==> src/hw/rtl/wav_header_scanner_assert.svh <==
// ----------------------------------------------------------------------------
// wav_header_scanner_assert.svh
// Assertion macros shared by the header scanner modules.
// ----------------------------------------------------------------------------
`ifndef WAV_HEADER_SCANNER_ASSERT_SVH
`define WAV_HEADER_SCANNER_ASSERT_SVH

// Same-cycle implication, disabled while reset is asserted
`define WHS_ASSERT_NOW(label, clk, rst_n, ante, cons) \
	label: assert property (@(posedge clk) disable iff (!rst_n) (ante) |-> (cons)) \
		else $error("wav_header_scanner: same-cycle check failed");

// Next-cycle implication, disabled while reset is asserted
`define WHS_ASSERT_NEXT(label, clk, rst_n, ante, cons) \
	label: assert property (@(posedge clk) disable iff (!rst_n) (ante) |=> (cons)) \
		else $error("wav_header_scanner: next-cycle check failed");

`endif

==> src/hw/rtl/whs_pkg.sv <==
`timescale 1ns / 1ps
// ----------------------------------------------------------------------------
// whs_pkg
// Types and constants of the WAV header scanner.
// ----------------------------------------------------------------------------
package whs_pkg;

	// Chunk tags as seen in a little-endian 32-bit shift of four bytes
	localparam logic [31:0] TAG_RIFF = 32'h4646_4952;
	localparam logic [31:0] TAG_WAVE = 32'h4556_4157;
	localparam logic [31:0] TAG_FMT  = 32'h2074_6d66;
	localparam logic [31:0] TAG_DATA = 32'h6174_6164;

	// Bytes in a tag or a size field, and in the parsed part of a fmt body
	localparam logic [4:0] FIELD_BYTES = 5'd4;
	localparam logic [4:0] FMT_BODY    = 5'd16;

	// Result item packing
	localparam int STATUS_W = 3;
	localparam int M_DATA_W = 88;

	typedef enum logic [3:0] {
		PH_RIFF,
		PH_RSIZE,
		PH_WAVE,
		PH_ID,
		PH_SIZE,
		PH_FMT,
		PH_SKIP,
		PH_DRAIN
	} phase_t;

	typedef enum logic [STATUS_W-1:0] {
		ST_FOUND,
		ST_BAD_RIFF,
		ST_BAD_WAVE,
		ST_NO_FMT,
		ST_ENDED
	} status_t;

	typedef struct packed {
		logic        valid;
		status_t     status;
		logic [31:0] rate_hz;
		logic [15:0] channel_count;
		logic [31:0] data_len;
	} whs_result_t;

endpackage

==> src/hw/rtl/whs_step.sv <==
`timescale 1ns / 1ps
// ----------------------------------------------------------------------------
// whs_step
// Parser state and per-byte update: tag checks, chunk walk, fmt capture and
// skip count. Gives at most one result for each byte it is handed.
// ----------------------------------------------------------------------------
`include "wav_header_scanner_assert.svh"

module whs_step
	import whs_pkg::*;
(
	input  logic        clk,
	input  logic        arst_n,
	input  logic        en,
	input  logic [7:0]  data_byte,
	input  logic        last_byte,
	output whs_result_t res
);

	phase_t      phase_q, phase_d;
	logic [4:0]  cnt_q, cnt_d;
	logic [32:0] skip_q, skip_d;
	logic [31:0] tag_q, tag_d;
	logic [31:0] size_q, size_d;
	logic [31:0] rate_q, rate_d;
	logic [15:0] chan_q, chan_d;
	logic        fmt_seen_q, fmt_seen_d;

	logic [31:0] tag_new;
	logic [31:0] size_new;
	logic [4:0]  cnt_inc;
	logic        field_done;
	logic [32:0] skip_round;
	logic [32:0] skip_fmt;
	logic [32:0] skip_dec;

	// Shift the new byte in from the top: little-endian assembly
	assign tag_new    = {data_byte, tag_q[31:8]};
	assign size_new   = {data_byte, size_q[31:8]};
	assign cnt_inc    = cnt_q + 5'd1;
	assign field_done = (cnt_inc == FIELD_BYTES);
	// Round an unknown chunk size up to even
	assign skip_round = {1'b0, size_new} + {32'd0, size_new[0]};
	// Excess of a fmt chunk beyond the parsed body
	assign skip_fmt   = (size_q > {27'd0, FMT_BODY})
		? {1'b0, size_q - {27'd0, FMT_BODY}} : 33'd0;
	assign skip_dec   = (skip_q != 33'd0) ? skip_q - 33'd1 : skip_q;

	// Next state
	always_comb begin
		phase_d    = phase_q;
		cnt_d      = cnt_q;
		skip_d     = skip_q;
		tag_d      = tag_q;
		size_d     = size_q;
		rate_d     = rate_q;
		chan_d     = chan_q;
		fmt_seen_d = fmt_seen_q;
		if (en) begin
			case (phase_q)
				PH_RIFF, PH_WAVE, PH_ID: begin
					tag_d = tag_new;
					cnt_d = field_done ? 5'd0 : cnt_inc;
					if (field_done) begin
						case (phase_q)
							PH_RIFF: if (tag_new == TAG_RIFF) phase_d = PH_RSIZE;
							PH_WAVE: if (tag_new == TAG_WAVE) phase_d = PH_ID;
							default: phase_d = PH_SIZE;
						endcase
					end
				end
				PH_RSIZE: begin
					cnt_d = field_done ? 5'd0 : cnt_inc;
					if (field_done) phase_d = PH_WAVE;
				end
				PH_SIZE: begin
					size_d = size_new;
					cnt_d  = field_done ? 5'd0 : cnt_inc;
					if (field_done && tag_q == TAG_FMT) begin
						phase_d = PH_FMT;
					end else if (field_done && tag_q != TAG_DATA) begin
						skip_d  = skip_round;
						phase_d = (skip_round == 33'd0) ? PH_ID : PH_SKIP;
					end
				end
				PH_FMT: begin
					case (cnt_q)
						5'd2:    chan_d[7:0]   = data_byte;
						5'd3:    chan_d[15:8]  = data_byte;
						5'd4:    rate_d[7:0]   = data_byte;
						5'd5:    rate_d[15:8]  = data_byte;
						5'd6:    rate_d[23:16] = data_byte;
						5'd7:    rate_d[31:24] = data_byte;
						default: ;
					endcase
					cnt_d = cnt_inc;
					if (cnt_inc == FMT_BODY) begin
						fmt_seen_d = 1'b1;
						skip_d     = skip_fmt;
						cnt_d      = 5'd0;
						phase_d    = (skip_fmt == 33'd0) ? PH_ID : PH_SKIP;
					end
				end
				PH_SKIP: begin
					skip_d = skip_dec;
					if (skip_dec == 33'd0) phase_d = PH_ID;
				end
				default: ;
			endcase

			// Rearm on the last byte; otherwise drain after a result
			if (last_byte) begin
				phase_d    = PH_RIFF;
				cnt_d      = 5'd0;
				skip_d     = 33'd0;
				tag_d      = 32'd0;
				size_d     = 32'd0;
				rate_d     = 32'd0;
				chan_d     = 16'd0;
				fmt_seen_d = 1'b0;
			end else if (res.valid) begin
				phase_d = PH_DRAIN;
			end
		end
	end

	// Result for the byte in hand
	always_comb begin
		logic    hit;
		status_t st;
		hit = 1'b0;
		st  = ST_ENDED;
		case (phase_q)
			PH_RIFF: if (field_done && tag_new != TAG_RIFF) begin
				hit = 1'b1;
				st  = ST_BAD_RIFF;
			end
			PH_WAVE: if (field_done && tag_new != TAG_WAVE) begin
				hit = 1'b1;
				st  = ST_BAD_WAVE;
			end
			PH_SIZE: if (field_done && tag_q == TAG_DATA) begin
				hit = 1'b1;
				st  = fmt_seen_q ? ST_FOUND : ST_NO_FMT;
			end
			default: ;
		endcase
		res.valid         = en && (hit || (last_byte && phase_q != PH_DRAIN));
		res.status        = st;
		res.rate_hz       = (st == ST_FOUND) ? rate_q : 32'd0;
		res.channel_count = (st == ST_FOUND) ? chan_q : 16'd0;
		res.data_len      = (st == ST_FOUND || st == ST_NO_FMT) ? size_new : 32'd0;
	end

	// Hold parser state
	always_ff @(posedge clk or negedge arst_n) begin
		if (!arst_n) begin
			phase_q    <= PH_RIFF;
			cnt_q      <= 5'd0;
			skip_q     <= 33'd0;
			tag_q      <= 32'd0;
			size_q     <= 32'd0;
			rate_q     <= 32'd0;
			chan_q     <= 16'd0;
			fmt_seen_q <= 1'b0;
		end else begin
			phase_q    <= phase_d;
			cnt_q      <= cnt_d;
			skip_q     <= skip_d;
			tag_q      <= tag_d;
			size_q     <= size_d;
			rate_q     <= rate_d;
			chan_q     <= chan_d;
			fmt_seen_q <= fmt_seen_d;
		end
	end

	`WHS_ASSERT_NEXT(a_rearm_on_last, clk, arst_n, en && last_byte, phase_q == PH_RIFF && !fmt_seen_q && cnt_q == 5'd0)
	`WHS_ASSERT_NOW(a_drain_silent, clk, arst_n, phase_q == PH_DRAIN, !res.valid)
	`WHS_ASSERT_NOW(a_skip_nonzero, clk, arst_n, phase_q == PH_SKIP, skip_q != 33'd0)

endmodule

==> src/hw/rtl/wav_header_scanner.sv <==
`timescale 1ns / 1ps
// ----------------------------------------------------------------------------
// wav_header_scanner
// RIFF/WAVE header scanner: takes a file one byte per item and reports the
// format and data size at the data chunk, or an error status.
// ----------------------------------------------------------------------------
//  channel  | dir | tdata                                        | tlast
//  s_axis   | in  | [7:0] data_byte                              | last_byte
//  m_axis   | out | [2:0] status, [34:3] rate_hz,                | -
//           |     | [50:35] channel_count, [82:51] data_len      |
//
//  One byte item per cycle sustained while m_axis_tready does not stall the result;
//  a result item comes from its byte by way of the input register, then the parser step into the result register.
//  The parser step is a single pass over small counters and shift registers.
//  Reset clears the parser back to expecting the RIFF tag.
//  A stalled result holds the input register; s_axis_tready stays high while
//  the result register is empty or being taken.
// ----------------------------------------------------------------------------
`include "wav_header_scanner_assert.svh"

module wav_header_scanner
	import whs_pkg::*;
(
	input  logic                clk,
	input  logic                arst_n,
	input  logic                s_axis_tvalid,
	output logic                s_axis_tready,
	input  logic [7:0]          s_axis_tdata,  // [7:0] data_byte
	input  logic                s_axis_tlast,  // last_byte
	output logic                m_axis_tvalid,
	input  logic                m_axis_tready,
	output logic [M_DATA_W-1:0] m_axis_tdata   // status, rate_hz, channel_count, data_len
);

	logic        valid_s1;
	logic [7:0]  data_s1;
	logic        last_s1;
	logic        advance;
	whs_result_t res;
	logic        m_valid_q;
	whs_result_t res_q;

	// Move the held byte into the parser when the result slot can take a result
	assign advance       = valid_s1 && (!m_valid_q || m_axis_tready);
	assign s_axis_tready = !valid_s1 || advance;

	// Input register
	always_ff @(posedge clk or negedge arst_n) begin
		if (!arst_n) begin
			valid_s1 <= 1'b0;
		end else if (s_axis_tready) begin
			valid_s1 <= s_axis_tvalid;
		end
	end

	always_ff @(posedge clk) begin
		if (s_axis_tready && s_axis_tvalid) begin
			data_s1 <= s_axis_tdata;
			last_s1 <= s_axis_tlast;
		end
	end

	whs_step u_step (
		.clk       (clk),
		.arst_n    (arst_n),
		.en        (advance),
		.data_byte (data_s1),
		.last_byte (last_s1),
		.res       (res)
	);

	// Result register
	always_ff @(posedge clk or negedge arst_n) begin
		if (!arst_n) begin
			m_valid_q <= 1'b0;
		end else if (advance) begin
			m_valid_q <= res.valid;
		end else if (m_axis_tready) begin
			m_valid_q <= 1'b0;
		end
	end

	always_ff @(posedge clk) begin
		if (advance && res.valid) begin
			res_q <= res;
		end
	end

	assign m_axis_tvalid = m_valid_q;
	assign m_axis_tdata  = {5'd0, res_q.data_len, res_q.channel_count,
		res_q.rate_hz, res_q.status};

	`WHS_ASSERT_NOW(a_no_overwrite, clk, arst_n, m_axis_tvalid && !m_axis_tready, !advance)
	`WHS_ASSERT_NOW(a_status_range, clk, arst_n, m_axis_tvalid, res_q.status <= ST_ENDED)
	`WHS_ASSERT_NOW(a_error_no_format, clk, arst_n, m_axis_tvalid && res_q.status != ST_FOUND, res_q.rate_hz == 32'd0 && res_q.channel_count == 16'd0)

endmodule
==> config.mk <==
export PLATFORM = sky130hd
export DESIGN_NAME = wav_header_scanner
export DESIGN_NICKNAME = d
export VERILOG_FILES = /design/src/hw/rtl/whs_pkg.sv /design/src/hw/rtl/whs_step.sv /design/src/hw/rtl/wav_header_scanner.sv
export VERILOG_INCLUDE_DIRS = /design/src /design/src/hw/rtl
export SDC_FILE = /design/constraint.sdc
export NUM_CORES = 1
export LEC_CHECK = 0
export CORE_AREA = 2 2 146 148
export CTS_CLUSTER_SIZE = 8
export DETAILED_ROUTE_END_ITERATION = 12
export DIE_AREA = 0 0 148 150
export DONT_BUFFER_PORTS = 1
export PLACE_DENSITY = 0.9
export SETUP_SLACK_MARGIN = 0.2
export SLEW_MARGIN = 40
export SYNTH_ARGS = -nofsm -noshare
export SYNTH_HDL_FRONTEND = slang
export SYNTH_SLANG_ARGS = --single-unit
==> constraint.sdc <==
create_clock -name clk -period 13.4 [get_ports clk]
set_clock_uncertainty 0.1 [all_clocks]
set_input_delay 2.68 -clock clk [delete_from_list [all_inputs] [get_ports clk]]
set_output_delay 2.68 -clock clk [all_outputs]
set_load 0.01 [all_outputs]
==> metrics.md <==
| Metric | Value |
|---|---|
| Sequential power share | 38.1% |
| Resized Gates After CTS | 0 |
| Seq cells post-synth | between 200 and 250 |
| CTS Hold Buffers Added | 0 |
| Post-route ant nets | 0 |
| Initial Utilization | 64.0% |
| Mean Syn Cell Area | 9.67 µm² |
| Worst setup EP type | primary output |
| Pint | ~1.8 mW |
| Core Region | about 0.021 mm² |
| Ratio of cells with drive above 1 in the final layout | under 10% |
| Worst-path fanout max | 3 |
| Critical-path top delay cell | nand3b_1 |
| Crit-path max cell delay | between 200 and 250 ps |
| Top FF cell, synth | dfrtp_1 |
| Die area | between 0.02 and 0.025 mm² |
| Synth top area cells | dfrtp_1, edfxtp_1, nand2_1 |
| Gate power share | 34.6% |
| Final Net Count | between 1000 and 1500 |
| Initial DRC Count | 1807 |
| CP Cell Sequence | nand3b_1 |
| CTS Buffer Depth | 3 |
| Cells after Synth | between 1000 and 1500 |
| Most common cell after layout, fill and taps aside | nand2_1 |
| Via Count | roughly 11000 |
| Largest delay share family, worst path | simple AND/OR/NAND/NOR gates |
| Critical Path AT | around 2900 ps |
| Pwr Total | a little under 3 mW |
| Synth-to-layout area growth | 8.55% |
| Fill cell count | between 1500 and 2000 |
| Fmax | ~180 MHz |
| EDFF count, synth | 92 |
| Post-Syn Area | roughly 0.013 mm² |
| Least-Margin Pin Slew | between 800 and 900 ps |
| GP Congestion | about 0.96 |
| Die H | approximately 150 µm |
| Final global-route overflow total | 0 |
| Clk pin slew, worst setup/hold paths | approximately 50 ps |
| Fraction of registers with async set/reset | between 60% and 70% |
| TritonCTS sink count | approximately 250 |
| DRC viols | 0 |
| CP Launch Point | m_axis_tready |
| Clk_lat worst skew | 510 ps |
| Yosys synthesis warning count | 0 |
| Hold path start | u_step.rate_q[30]$_DFFE_PN0P_ |
| Io pins | between 100 and 150 |
| Unique masters post-synth | 80 |
| Max-Slew Margin vs Limit | 44.0% |
| Core Rows | 53 |
| Crit path launch type | input pin |
| Switch Pwr | 1.19 mW |
| Root Buffer | clkbuf_16 |
| Number of max-cap violations | 0 |
| Vias in the first global route | between 10000 and 15000 |
| Sw frac | 39.9% |
| First-pass GRT wire length | around 57000 µm |
| Setup TNS Final | 0 ps |
| Final count of hold timing violations | 0 |
| Synth area leader | dfrtp_1 |
| Antenna violations before repair | 1 |
| Final worst path period share | between 40% and 50% |
| Wire per inst | approximately 22 µm |
| Tightest Hold Check Type | reg -> reg |
| Total track usage | around a third |
| RR Startpoint | u_step.cnt_q[0]$_DFFE_PN0P_ |
| Crit path buf inv count | 0 |
| Inserted Clock Buffers | 36 |
| LEAKAGE | 5.64 nW |
| WS Path Type | in -> out |
| Sequential share of the synthesized area | between 50% and 60% |
| DRT Wirelength | roughly 36000 µm |
| Via/cell ratio | about 7 |
| Peak VDD IR | between 0.15 and 0.2 mV |
| Pin count of the biggest net entering global routing | around 160 |
| Final Max Slew Viols | 0 |
| Final WS setup | between 7000 and 8000 ps |
| I/O Buffers | 0 |
| ANT cells | 0 |
| Pre-CTS setup slack | ~7700 ps |
| DR pass1 iterations | 8 |
| P per Cell Area | 208 mW/mm² |
| Die Wd | around 150 µm |
| Status | complete, no violations |
| RSZ-0062 raised after global routing | false |
| H-tree levels | 2 |
| Post-DP HPWL | 24300 µm |
| CTS tree | yes |
| Clock share of power | approximately 27% |
| Worst Path Required | roughly 11000 ps |
| Tmin final | roughly 5700 ps |
| Most frequent cells in the layout | nand2_1, dfrtp_1, edfxtp_1 |
| Synth top area share | approximately 29% |
| Final setup viols | 0 |
| Setup repair bufs after CTS | 0 |
==> cells in the mapped netlist, drive strengths merged, types with 3 or more instances <==
cell type  number
and3            8
nor3           46
buf            18
o311ai          3
o31ai          17
a22o           27
clkbuf         83
nand2b         15
a21oi          66
a2111oi         5
o31a            3
inv            28
nor3b           5
nor4bb          4
o22a            3
o211ai          6
a221oi          3
xnor2          39
mux2i           3
nor4b           9
mux2           26
o2111ai         3
o21ai         104
dfrtp         156
a211oi          5
nor4           37
xor2           25
or4            15
and2           74
nor2b          14
nand2         163
ha             12
nand4          26
nand3b          9
o22ai          21
or3            13
nand3          30
o21a            3
edfxtp         92
a31oi          19
nor2           91
nand4b          3
a22oi           3
or2             7
==> area by class of cell <==
class / count / area [µm²] / area share (%)
inverter: 29 / 109 / 0.757
timing repair buffer: 13 / 110 / 0.766
multi-input combinational: 996 / 6140 / 42.7
clock inverter: 2 / 25.0 / 0.174
clock buffer: 58 / 983 / 6.84
sequential: 248 / 6670 / 46.4
tap: 275 / 344 / 2.39
==> final timing paths <==
kind | to | slack, ps | cells past startpoint
min in group asynchronous | u_step.size_q[7]$_DFFE_PN0P_ | 1780 | 0
hold reg to reg | u_step.rate_q[30]$_DFFE_PN0P_ | 380 | 2
max in group asynchronous | u_step.size_q[30]$_DFFE_PN0P_ | 11050 | 0
hold / removal | u_step.rate_q[30]$_DFFE_PN0P_ | 380 | 2
setup reg to reg | m_axis_tdata[79]$_SDFFCE_PN0P_ | 8780 | 9
setup / recovery | s_axis_tready | 7710 | 1
==> power by group through the flow <==
stage | clock network, mW | registers (mW) | logic, mW
after floorplan | 0 | 1.04 | 0.816
after global placement | 0 | 1.13 | 0.976
after detailed placement | 0 | 1.14 | 0.990
after CTS | 0.823 | 1.13 | 1.00
after global routing | 0.853 | 1.15 | 1.12
final | 0.816 | 1.14 | 1.03
==> per-stage QoR <==
stage / std cells / area (µm²) / util [%] / hold WS, ps
floorplan: 1374 / 13300 / - / 340
detailed placement: 1560 / 13300 / 64.4 / 365
finish: 1621 / 14400 / 69.5 / 378
CTS: 1620 / 14300 / 69.3 / 380
global placement: 1559 / 13300 / 64.3 / 353
global route: 1621 / 14400 / 69.5 / 407
==> kinds of logic (layout without fill, tap and decap cells) <==
| logic type | after synthesis | after routing | share of synthesized area [%] |
|---|---|---|---|
| compound gates | 309 | 309 | 14.7 |
| other cells | 1 | 5 | 0.0283 |
| xor+xnor | 64 | 64 | 4.23 |
| simple gates | 577 | 577 | 23.2 |
| fa+ha+maj | 12 | 12 | 1.13 |
| buf+inv | 130 | 102 | 4.00 |
| flops | 248 | 248 | 50.3 |
| mux | 29 | 29 | 2.44 |
==> sequential cells by signal (all words and copies together), names as in the netlist <==
register           count
u_step.rate_q         32
u_step.cnt_q           5
m_axis_tvalid          1
last_s1                1
data_s1                8
u_step.phase_q         3
valid_s1               1
u_step.tag_q          32
u_step.skip_q         33
u_step.chan_q         16
u_step.size_q         32
u_step.fmt_seen_q      1
m_axis_tdata          83
==> per-layer routing <==
layer  wire length (µm)  up-vias  GRT usage [%]
li1                   -     4868              -
met1              14800     5349           46.8
met2              17000      714           50.8
met3               3620      107           6.04
met4                978        2           9.62
met5                 13        -              0
(Power assumes the default switching activity.)
